--- src/hdl/ifsc_pkg.sv ---
package ifsc_pkg;
   localparam logic [15:0] FORMAT_IBM = 16'd1;
   localparam logic [31:0] FLT_MAX_BITS = 32'h7F7F_FFFF;
   localparam logic [31:0] FLT_NEG_MAX_BITS = 32'hFF7F_FFFF;
   localparam logic [31:0] SIGN_BIT = 32'h8000_0000;
   localparam logic [30:0] INF_MAG = 31'h7F80_0000;

   // true when a < b under IEEE compare; NaN never less, +0 == -0
   function automatic logic ieee_less(input logic [31:0] a, input logic [31:0] b);
      logic [31:0] ka;
      logic [31:0] kb;
      logic        res;
      ka = a[31] ? ~a : (a | SIGN_BIT);
      kb = b[31] ? ~b : (b | SIGN_BIT);
      res = ka < kb;
      if (a[30:0] > INF_MAG || b[30:0] > INF_MAG) res = 1'b0;
      if (a[30:0] == 31'd0 && b[30:0] == 31'd0) res = 1'b0;
      return res;
   endfunction
endpackage

--- src/hdl/ifsc_convert.sv ---
module ifsc_convert (
   input  logic [31:0] word_in,
   input  logic        ibm_mode,
   output logic [31:0] value_out
);
   import ifsc_pkg::*;

   logic [23:0] frac;
   logic [6:0]  iexp;
   logic [4:0]  lz;
   logic [23:0] norm;
   logic signed [10:0] e;
   logic [31:0] conv;

   assign frac = word_in[23:0];
   assign iexp = word_in[30:24];

   // count leading zeros of the fraction
   always_comb begin
      lz = 5'd0;
      for (int i = 0; i < 24; i++) begin
         if (frac[i]) lz = 5'(23 - i);
      end
   end

   assign norm = frac << lz;
   assign e = $signed({2'b00, iexp, 2'b00}) - 11'sd130 - $signed({6'd0, lz});

   // build the IEEE pattern
   always_comb begin
      if (frac == 24'd0) begin
         conv = (iexp == 7'd127) ? {word_in[31], INF_MAG} : {word_in[31], 31'd0};
      end else if (e <= 11'sd0) begin
         conv = {word_in[31], 31'd0};
      end else if (e >= 11'sd255) begin
         conv = {word_in[31], INF_MAG};
      end else begin
         conv = {word_in[31], e[7:0], norm[22:0]};
      end
   end

   assign value_out = ibm_mode ? conv : word_in;
endmodule

--- src/hdl/ibm_float_sample_converter_minmax_unit.sv ---
// Channel | Dir | tdata fields (low bit up)
// req     | in  | sample_word[31:0]; tuser = first_of_set
// rsp     | out | ieee_value[31:0], running_min[63:32], running_max[95:64]
// csr     | in  | sample_format[15:0]
// One beat per cycle unless rsp stalls; each result shows in the cycle after its
// request is taken, from the single result register after convert and min/max.
// Reset is synchronous: format 1, min/max to largest/most negative finite.
// A stalled output holds; the input is taken while the result moves on.
module ibm_float_sample_converter_minmax_unit (
   input  logic        clock,
   input  logic        reset,
   input  logic        req_tvalid,
   output logic        req_tready,
   input  logic [31:0] req_tdata,   // sample_word
   input  logic        req_tuser,   // first_of_set
   output logic        rsp_tvalid,
   input  logic        rsp_tready,
   output logic [95:0] rsp_tdata,   // ieee_value, running_min, running_max
   input  logic        csr_we,
   input  logic [15:0] csr_wdata
);
   import ifsc_pkg::*;

   logic [15:0] format_ff;
   logic [31:0] min_ff, max_ff, min_in, max_in, base_min, base_max, val;
   logic        valid_ff, take;
   logic [95:0] data_ff;

   assign req_tready = !valid_ff || rsp_tready;
   assign take = req_tvalid && req_tready;

   ifsc_convert u_conv (.word_in(req_tdata), .ibm_mode(format_ff == FORMAT_IBM),
                        .value_out(val));

   // fold the sample into min and max
   always_comb begin
      base_min = req_tuser ? FLT_MAX_BITS : min_ff;
      base_max = req_tuser ? FLT_NEG_MAX_BITS : max_ff;
      min_in = ieee_less(val, base_min) ? val : base_min;
      max_in = ieee_less(base_max, val) ? val : base_max;
   end

   always_ff @(posedge clock) begin
      if (reset) begin
         format_ff <= FORMAT_IBM;
         min_ff <= FLT_MAX_BITS;
         max_ff <= FLT_NEG_MAX_BITS;
         valid_ff <= 1'b0;
      end else begin
         if (csr_we) format_ff <= csr_wdata;
         if (take) begin
            min_ff <= min_in;
            max_ff <= max_in;
            valid_ff <= 1'b1;
         end else if (rsp_tready) begin
            valid_ff <= 1'b0;
         end
      end
   end

   // hold the result beat
   always_ff @(posedge clock) begin
      if (take) data_ff <= {max_in, min_in, val};
   end

   assign rsp_tvalid = valid_ff;
   assign rsp_tdata = data_ff;

   a_hold: assert property (@(posedge clock) disable iff (reset)
      rsp_tvalid && !rsp_tready |=> rsp_tvalid && $stable(rsp_tdata))
      else $error("result dropped under stall");
   a_valid: assert property (@(posedge clock) disable iff (reset)
      take |=> rsp_tvalid)
      else $error("accepted beat produced no result");
   a_state: assert property (@(posedge clock) disable iff (reset)
      take |=> rsp_tdata[63:32] == min_ff && rsp_tdata[95:64] == max_ff)
      else $error("state mismatch");
endmodule
--- config.mk ---
export PLATFORM = sky130hd
export DESIGN_NAME = ibm_float_sample_converter_minmax_unit
export DESIGN_NICKNAME = d
export VERILOG_FILES = /design/src/hdl/ifsc_pkg.sv /design/src/hdl/ifsc_convert.sv /design/src/hdl/ibm_float_sample_converter_minmax_unit.sv
export SDC_FILE = /design/constraint.sdc
export NUM_CORES = 1
export LEC_CHECK = 0
export BUFFER_PORTS_ARGS = -buffer_cell sky130_fd_sc_hd__buf_4
export CAP_MARGIN = 30
export CORE_AREA = 2 2 181 218
export CTS_CLUSTER_DIAMETER = 50
export CTS_CLUSTER_SIZE = 10
export DETAILED_ROUTE_END_ITERATION = 10
export DIE_AREA = 0 0 183 220
export MAX_ROUTING_LAYER = met4
export SETUP_SLACK_MARGIN = 0.2
export SYNTH_ARGS = -nofsm -noshare
export SYNTH_HDL_FRONTEND = slang
export SYNTH_HIERARCHICAL = 1
export SYNTH_SLANG_ARGS = --single-unit
--- constraint.sdc ---
create_clock -name clock -period 11.75 [get_ports clock]
set_clock_uncertainty 0.2 [all_clocks]
set_input_delay 0 -clock clock [delete_from_list [all_inputs] [get_ports clock]]
set_output_delay 0 -clock clock [all_outputs]
set_load 0.05 [all_outputs]
==> results of run 1 <==
[stage by stage]
stage               total power, mW  instance area (µm²)
global placement              1.442                14330
finish                        2.050                15660
CTS                           2.056                15660
global route                  2.150                15660
floorplan                     1.237                12830
detailed placement            1.453                14430
[state kept, by name, summed over array words and instances, names as in the netlist]
register / count
rsp_tvalid: 1
format_ff: 16
rsp_tdata: 96
max_ff: 32
min_ff: 32
[where the power goes]
group	total, mW	internal [mW]	switching, mW	leakage [nW]
logic	0.701	0.246	0.454	4.56
registers	0.766	0.722	0.0436	1.59
clock network	0.584	0.301	0.283	0.285
[path summary, 6_finish.rpt]
check        cells past startpoint  slack [ns]                 endpoint                      start
max                             27        2.93  rsp_tdata[67]$_DFFE_PP_              req_tdata[16]
min                              4        0.01  rsp_tdata[18]$_DFFE_PP_              req_tdata[18]
max reg2reg                     18        5.90  rsp_tdata[87]$_DFFE_PP_  format_ff[2]$_SDFFE_PP0P_
min reg2reg                      2        0.37  max_ff[23]$_SDFFE_PP0P_    max_ff[23]$_SDFFE_PP0P_
[worst register-to-register path: cells and delay by family, from the launching register on]
family	cells	cell delay [ns]
AND/OR/NAND/NOR	5	1.09
multiplexers	1	0.40
adder cells (fa/ha/maj)	1	0.30
XOR/XNOR	1	0.29
buffers and inverters	5	1.53
AO/OA/AOI/OAI	5	1.48
flip-flops	1	0.32
[layout by cell type (no fill, tap or decap), types with 30 or more instances in the layout]
cell	synthesis	final
nor2_1	209	209
buf_4	2	195
nor3_1	121	121
a21oi_1	107	107
edfxtp_1	96	96
dfxtp_1	81	81
ha_1	69	69
xor2_1	67	67
inv_1	66	65
dlygate4sd3_1	0	65
nand2b_1	61	61
mux2i_1	53	53
nand2_1	48	47
nor4_1	47	47
a211oi_1	39	39
xnor2_1	37	37
o31ai_1	34	34
o21ai_1	30	30
[area by class of cell]
| type | count | area [µm²] | area share |
|---|---|---|---|
| Antenna cell | 1 | 2.502 | 0.0001598 |
| Clock buffer | 18 | 429.2 | 0.02741 |
| Clock inverter | 14 | 148.9 | 0.009509 |
| Inverter | 69 | 262.8 | 0.01678 |
| Multi-Input combinational cell | 1150 | 7523 | 0.4805 |
| Sequential cell | 177 | 4504 | 0.2877 |
| Tap cell | 486 | 608.1 | 0.03883 |
| Timing Repair Buffer | 264 | 2180 | 0.1392 |
[what timing repair did]
item / in CTS / in global routing
hold endpoints to repair: 33 / 0
hold buffers: 65 / 0
setup endpoints to repair: 0 / 0
[cell families after synthesis]
| group | after synthesis |
|---|---|
| AND/OR/NAND/NOR | 575 |
| XOR/XNOR | 104 |
| flip-flops | 177 |
| multiplexers | 62 |
| adder cells (fa/ha/maj) | 69 |
| AO/OA/AOI/OAI | 340 |
| buffers and inverters | 194 |
[metal layers]
| layer | vias up | global-route usage | routed length [µm] |
|---|---|---|---|
| li1 | 5833 | - | - |
| met1 | 5838 | 0.2913 | 19950 |
| met2 | 472 | 0.3562 | 20610 |
| met3 | 104 | 0.04479 | 2819 |
| met4 | 0 | 0.1093 | 2010 |
| met5 | - | - | 0 |
==> impl_metrics.toml, run 1 <==
[floorplanning]
initial_core_util = 0.3344
dieArea_um2 = 40260
core_area_um2 = 38350
rows = 79
die_h_um = 220
pin_count = 152
die_w_um = 183

[cts]
cts_tree = "yes"
ctsLongestPathBuffers = 2
cts_setup_buffers = 0
clk_pin_slew_ns = 0.07
cts_resized = 0
clk_latency_ns = 0.46
cts.htree.levels = 4
cts_buffers = 17
ctsRootBufferMaster = "clkbuf_16"
clock-sinks = 177

[placed_design]
dp_cells = 2081
preCtsSetupSlack_ns = 3.192
portBuffers = 151
place_hpwl_um = 31720
globalplace.congestion = 0.8886

[timing]
timing.final.crit_share = 0.7510
tightest_slew_ns = 0.9920
slew_violations = 0
post-route-min-period_ns = 8.825
setup_violations = 0
rsz0062_at_grt = "no"
hold_viol = 0
tns_ns = 0
setup_slack_ns = 2.925
hold_ws_ns = 0.01367
slew-limit-headroom = 0.3367
fmax_mhz = 113.3

[logic_synthesis]
synth_top_area_cell = "edfxtp_1"
synth_fa_ha_area_frac = 0.06731
synthMuxAreaShare = 0.04926
synth_compound_area_frac = 0.1755
syn_nets = 1644
synth_cells = 1521
ys_ff_latch = 177
ys.flop_type = "edfxtp_1"
netlist_area_um2 = 12830
synth_area_per_cell_um2 = 8.433
netlist_top_cells_area = "edfxtp_1, dfxtp_1, ha_1"
synth_enable_flop_cells = 96
ys_types = 83
synth_top_family_by_area = "simple AND/OR/NAND/NOR gates"
async_reset_ff_frac = 0
synthXorXnorAreaFrac = 0.07102
yosys_warnings = 6
synthSimpleGateAreaFrac = 0.2203
synth_common_cells = "nor2_1, nor3_1, a21oi_1"
synth_seq_area_share = 0.3512
synth_top_area_frac = 0.2248
yosysMostFrequentCell = "nor2_1"

[setup_path]
critPathRequiredTime_ns = 11.85
end_kind = "flop"
path_buf_inv = 6
worst-setup-path-type = "primary input to flop"
critPathMaxStageDelay_ns = 0.81
startpoint_type = "primary input"
arrival_ns = 8.93
crit_family = "compound AO/OA/AOI/OAI gates"
worstPathMaxFanout = 47
cp_slowest_cell = "o211ai_2"

[final_layout]
fill_cells = 3855
finalNonFillerCells = 2179
syn2layout_area_growth_pct = 22.09
nNetsFinal = 1802
final_core_util = 0.4083
drive_above_1_share = 0.1566

[detailed_routing]
drc = 0
drt-initial-drc-count = 1269
drtPass1Iterations = 5
routed_wl_um = 45400
wl_per_cell_um = 20.83
vias = 12247
vias_per_cell = 5.620
ant_nets = 0

[run_status]
status = "complete, no violations"

[grt]
grt_pass1_wl_um = 69580
grt_antenna_before_repair = 1
overflow = 0
grt_use_total = 0.2308
grt_max_degree = 79
grt_pass1_vias = 11829

[run]
drv_cap = 0

[pwr]
powerDensity_nw_per_um2 = 130.9
power.leakage_nw = 6.444
peakVddDrop_mv = 0.07928

[hold_path]
holdCritPathClass = "primary input to flop"
Power figures use the tool's default switching activity.
==> inputs of run 2 (changes only) <==
==> constraint.sdc (replaced) <==
create_clock -name clock -period 9.16 [get_ports clock]
set_clock_uncertainty 0.2 [all_clocks]
set_input_delay 0 -clock clock [delete_from_list [all_inputs] [get_ports clock]]
set_output_delay 0 -clock clock [all_outputs]
set_load 0.05 [all_outputs]
==> impl_metrics.toml, run 2 (synthesis results as in run 1) <==
[timing]
setup_violations = 0
hold_ws_ns = 0.03430
slew_violations = 0
post-route-min-period_ns = 7.823
timing.final.crit_share = 0.8540
tightest_slew_ns = 1.006
hold_viol = 0
slew-limit-headroom = 0.3293
rsz0062_at_grt = "no"
fmax_mhz = 127.8
tns_ns = 0

[setup_path]
end_kind = "flop"
startpoint = "req_tdata[16]"
startpoint_type = "primary input"
cp_slowest_cell = "o32ai_1"
reg2reg_slack_ns = 3.11
timing.critical_path.mode_cell = "buf_4"
worstPathMaxFanout = 23
reg2reg_from = "format_ff[2]$_SDFFE_PP0P_"
arrival_ns = 7.83
worst-setup-path-type = "primary input to flop"
critPathMaxStageDelay_ns = 0.85
critPathRequiredTime_ns = 9.17
path_buf_inv = 5
crit_family = "compound AO/OA/AOI/OAI gates"

[cts]
clock-sinks = 177
cts_buffers = 17
cts.htree.levels = 4
clk_pin_slew_ns = 0.08
ctsRootBufferMaster = "clkbuf_16"
clk_latency_ns = 0.45
cts_tree = "yes"
ctsLongestPathBuffers = 2
cts_resized = 0

[hold_path]
holdCritPathClass = "primary input to flop"
min_from = "req_tdata[22]"

[grt]
grt_max_degree = 85
grt_use_total = 0.2279
overflow = 0
grt_pass1_vias = 11611
grt_pass1_wl_um = 68970
grt_antenna_before_repair = 0

[detailed_routing]
drt-initial-drc-count = 1082
vias_per_cell = 5.583
vias = 12222
drc = 0
drtPass1Iterations = 5
wl_per_cell_um = 20.56
routed_wl_um = 45000
ant_nets = 0

[pwr]
powerDensity_nw_per_um2 = 165.6
power.leakage_nw = 6.509
peakVddDrop_mv = 0.1117
power.total_mw = 2.614

[placed_design]
place_hpwl_um = 32000
globalplace.congestion = 0.9240
portBuffers = 151
dp_cells = 2091

[final_layout]
nNetsFinal = 1813
syn2layout_area_growth_pct = 23.07
largest_reg_flops = 96
final_common_cell = "nor2_1"
drive_above_1_share = 0.1644
finalNonFillerCells = 2189
final_cell_mix = "nor2_1, buf_4, nor3_1, a21oi_1, edfxtp_1"
n_antenna_cell = 0

[floorplanning]
dieArea_um2 = 40260
die_h_um = 220
rows = 79
core_area_um2 = 38350
pin_count = 152
initial_core_util = 0.3344
die_w_um = 183

[run]
drv_cap = 0

[run_status]
status = "complete, no violations"
run 2: what timing repair did:
item / 4_1_cts / 5_1_grt
setup endpoints to repair: 0 / 0
hold endpoints to repair: 41 / 0
hold buffers: 66 / 0
setup buffers: 0 / 0
run 2: power by group:
| part | switching (mW) | internal [mW] |
|---|---|---|
| registers | 0.0530 | 0.926 |
| clock network | 0.358 | 0.370 |
| logic | 0.586 | 0.321 |
run 2: worst min-delay path, cell delays in order:
cell and delay [ns]:
buf_4 0.12, inv_1 0.09, o32ai_1 0.11, buf_4 0.22
run 2: final timing paths:
path / to / depth (start not counted)
worst min-delay path: rsp_tdata[22]$_DFFE_PP_ / 4
worst max register to register: rsp_tdata[55]$_DFFE_PP_ / 15
worst min register to register: min_ff[31]$_SDFFE_PP0P_ / 2
worst max-delay path: rsp_tdata[55]$_DFFE_PP_ / 26
run 2: stage by stage:
stage               cell area [µm²]  setup slack (ns)  utilization
floorplan                     12830             2.527            -
detailed placement            14570             1.508       0.3799
CTS                           15790             1.456       0.4116
global placement              14520             1.594       0.3786
finish                        15790             1.338       0.4116
global route                  15790            0.8315       0.4116
run 2: layer usage:
metal	track usage	wire length (µm)
met5	-	0
met4	0.07947	1390
met3	0.03024	2170
met1	0.2998	20640
met2	0.3607	20810
run 2: layout make-up:
type / count / area (µm²)
timing repair buffer: 275 / 2286
fill: 3903 / 22570
sequential: 177 / 4504
tap: 486 / 608.1
clock buffer: 21 / 460.4
clock inverter: 11 / 95.09
inverter: 69 / 262.8
multi-input combinational: 1150 / 7569
==> inputs of run 3 (changes only) <==
--- a/config.mk
+++ b/config.mk
@@ -5,13 +5,14 @@
 export SDC_FILE = /design/constraint.sdc
 export NUM_CORES = 1
 export LEC_CHECK = 0
+export ABC_AREA = 1
 export BUFFER_PORTS_ARGS = -buffer_cell sky130_fd_sc_hd__buf_4
 export CAP_MARGIN = 30
-export CORE_AREA = 2 2 181 218
+export CORE_AREA = 2 2 180 217
 export CTS_CLUSTER_DIAMETER = 50
 export CTS_CLUSTER_SIZE = 10
 export DETAILED_ROUTE_END_ITERATION = 10
-export DIE_AREA = 0 0 183 220
+export DIE_AREA = 0 0 182 219
 export MAX_ROUTING_LAYER = met4
 export SETUP_SLACK_MARGIN = 0.2
 export SYNTH_ARGS = -nofsm -noshare
==> impl_metrics.toml, run 3 <==
[run_status]
status = "complete, no violations"

[grt]
grt_antenna_before_repair = 1
grt-busiest-layer = "met2"
overflow = 0
grt_max_degree = 93
grt_pass1_wl_um = 65940
grt_pass1_vias = 12330
grt_use_total = 0.2186
grtUsageMet1 = 0.2569
met3_usage = 0.02688
grt_use_met2 = 0.3790

[placed_design]
portBuffers = 151
globalplace.congestion = 0.9202
place_hpwl_um = 30310

[setup_path]
end_kind = "flop"
worst-setup-path-type = "primary input to flop"
critPathMaxStageDelay_ns = 0.63
worstPathMaxFanout = 33
critPathRequiredTime_ns = 9.18
cp_slowest_cell = "a21oi_1"
startpoint_type = "primary input"
arrival_ns = 7.42
timing.critical_path.mode_cell = "nand2_1"

[timing]
slew_violations = 0
tightest_slew_ns = 0.9025
tns_ns = 0
setup_violations = 0
hold_viol = 0
slew-limit-headroom = 0.3977
rsz0062_at_grt = "no"
fmax_mhz = 135.0
post-route-min-period_ns = 7.405
timing.final.crit_share = 0.8084

[floorplanning]
initial_core_util = 0.3358
pin_count = 152
dieArea_um2 = 39860
die_w_um = 182
rows = 78
core_area_um2 = 37670
die_h_um = 219

[cts]
ctsLongestPathBuffers = 2
cts_resized = 0
cts_buffers = 17
clk_pin_slew_ns = 0.07
ctsHoldBuffers = 72
clock-sinks = 177
cts_tree = "yes"
ctsRootBufferMaster = "clkbuf_16"
cts_setup_buffers = 0
cts.htree.levels = 4
clk_latency_ns = 0.46

[hold_path]
holdCritPathClass = "primary input to flop"

[final_layout]
syn2layout_area_growth_pct = 22.24
final_common_cell = "nand2_1"
final_core_util = 0.4105
nNetsFinal = 2093
drive_above_1_share = 0.1276
largest_reg_flops = 96
final_cell_mix = "nand2_1, nand3_1, inv_1, buf_4, nor2_1"
fill_cells = 3894

[logic_synthesis]
ys_ff_latch = 177
ys.flop_type = "edfxtp_1"
synth_enable_flop_cells = 96
synth_seq_area_share = 0.3561
netlist_area_um2 = 12650
netlist_top_cells_area = "edfxtp_1, dfxtp_1, nand2_1"
synth_area_per_cell_um2 = 7.047
synth_cells = 1795
synth_top_area_frac = 0.2279
async_reset_ff_frac = 0
ys_types = 49
synth_common_cells = "nand2_1, nand3_1, inv_1"
yosysMostFrequentCell = "nand2_1"
synth_top_area_cell = "edfxtp_1"
yosys_warnings = 6
syn_nets = 1918

[detailed_routing]
drtPass1Iterations = 6
wl_per_cell_um = 17.34
drc = 0
vias_per_cell = 5.176
vias = 12763
ant_nets = 0
routed_wl_um = 42750
drt-initial-drc-count = 899

[pwr]
peakVddDrop_mv = 0.1280
powerDensity_nw_per_um2 = 166.0
power.leakage_nw = 7.230

[run]
drv_cap = 0
run 3: layer usage:
layer / up-vias / routed length [µm]
met5: - / 0
met4: 0 / 1391
met3: 80 / 2174
met2: 408 / 21150
met1: 6002 / 18030
li1: 6273 / -
run 3: layout make-up:
class | count | area, µm² | area share
clock buffers | 19 | 432.9 | 0.02800
diodes | 3 | 7.507 | 0.0004855
well taps | 480 | 600.6 | 0.03884
clock inverters | 13 | 172.7 | 0.01117
multi-input cells | 1325 | 6973 | 0.4510
flip-flops and latches | 177 | 4504 | 0.2913
repair buffers | 240 | 1982 | 0.1282
inverters | 209 | 789.5 | 0.05106
run 3: worst paths after layout:
kind                            slack (ns)                 endpoint  cells after the start                  startpoint
worst max-delay path                  1.75  rsp_tdata[80]$_DFFE_PP_                     36                req_tdata[5]
worst min-delay path                  0.03  min_ff[25]$_SDFFE_PP1P_                      3                       reset
worst max register to register        3.25  max_ff[23]$_SDFFE_PP0P_                     25  format_ff[15]$_SDFFE_PP0P_
worst min register to register        0.27  max_ff[25]$_SDFFE_PP1P_                      2     max_ff[25]$_SDFFE_PP1P_
run 3: power breakdown:
part / internal (mW) / leakage, nW / switching (mW)
Clock: 0.435 / 0.287 / 0.340
Sequential: 0.925 / 1.59 / 0.0407
Combinational: 0.269 / 5.35 / 0.558
Total: 1.63 / 7.23 / 0.938
run 3: logic make-up after synthesis:
logic type / share of synthesized area
fa+ha+maj: 0.06825
buf+inv: 0.09288
flops: 0.3561
compound gates: 0.1213
xor+xnor: 0.02908
mux: 0.001583
simple gates: 0.3309
run 3: through the flow:
step	cell area (µm²)	std cells	power, mW	hold slack, ns	setup WS, ns
finish	15460	2466	2.567	0.02841	1.755
global route	15460	2464	2.701	0.04115	1.133
CTS	15450	2463	2.581	0.008981	1.803
detailed placement	14130	2359	1.777	0.02975	1.888
global placement	14130	2359	1.769	0.01290	2.074
floorplan	12650	1795	1.543	-0.07358	3.739
run 3: critical path: cells and delay by family:
family	cells	cell delay, ns
adders and majority gates	2	0.77
xor gates and xnor gates	1	0.18
and+or+nand+nor	17	3.19
buffers and inverters	10	1.96
AOI/OAI and AO/OA	6	1.30
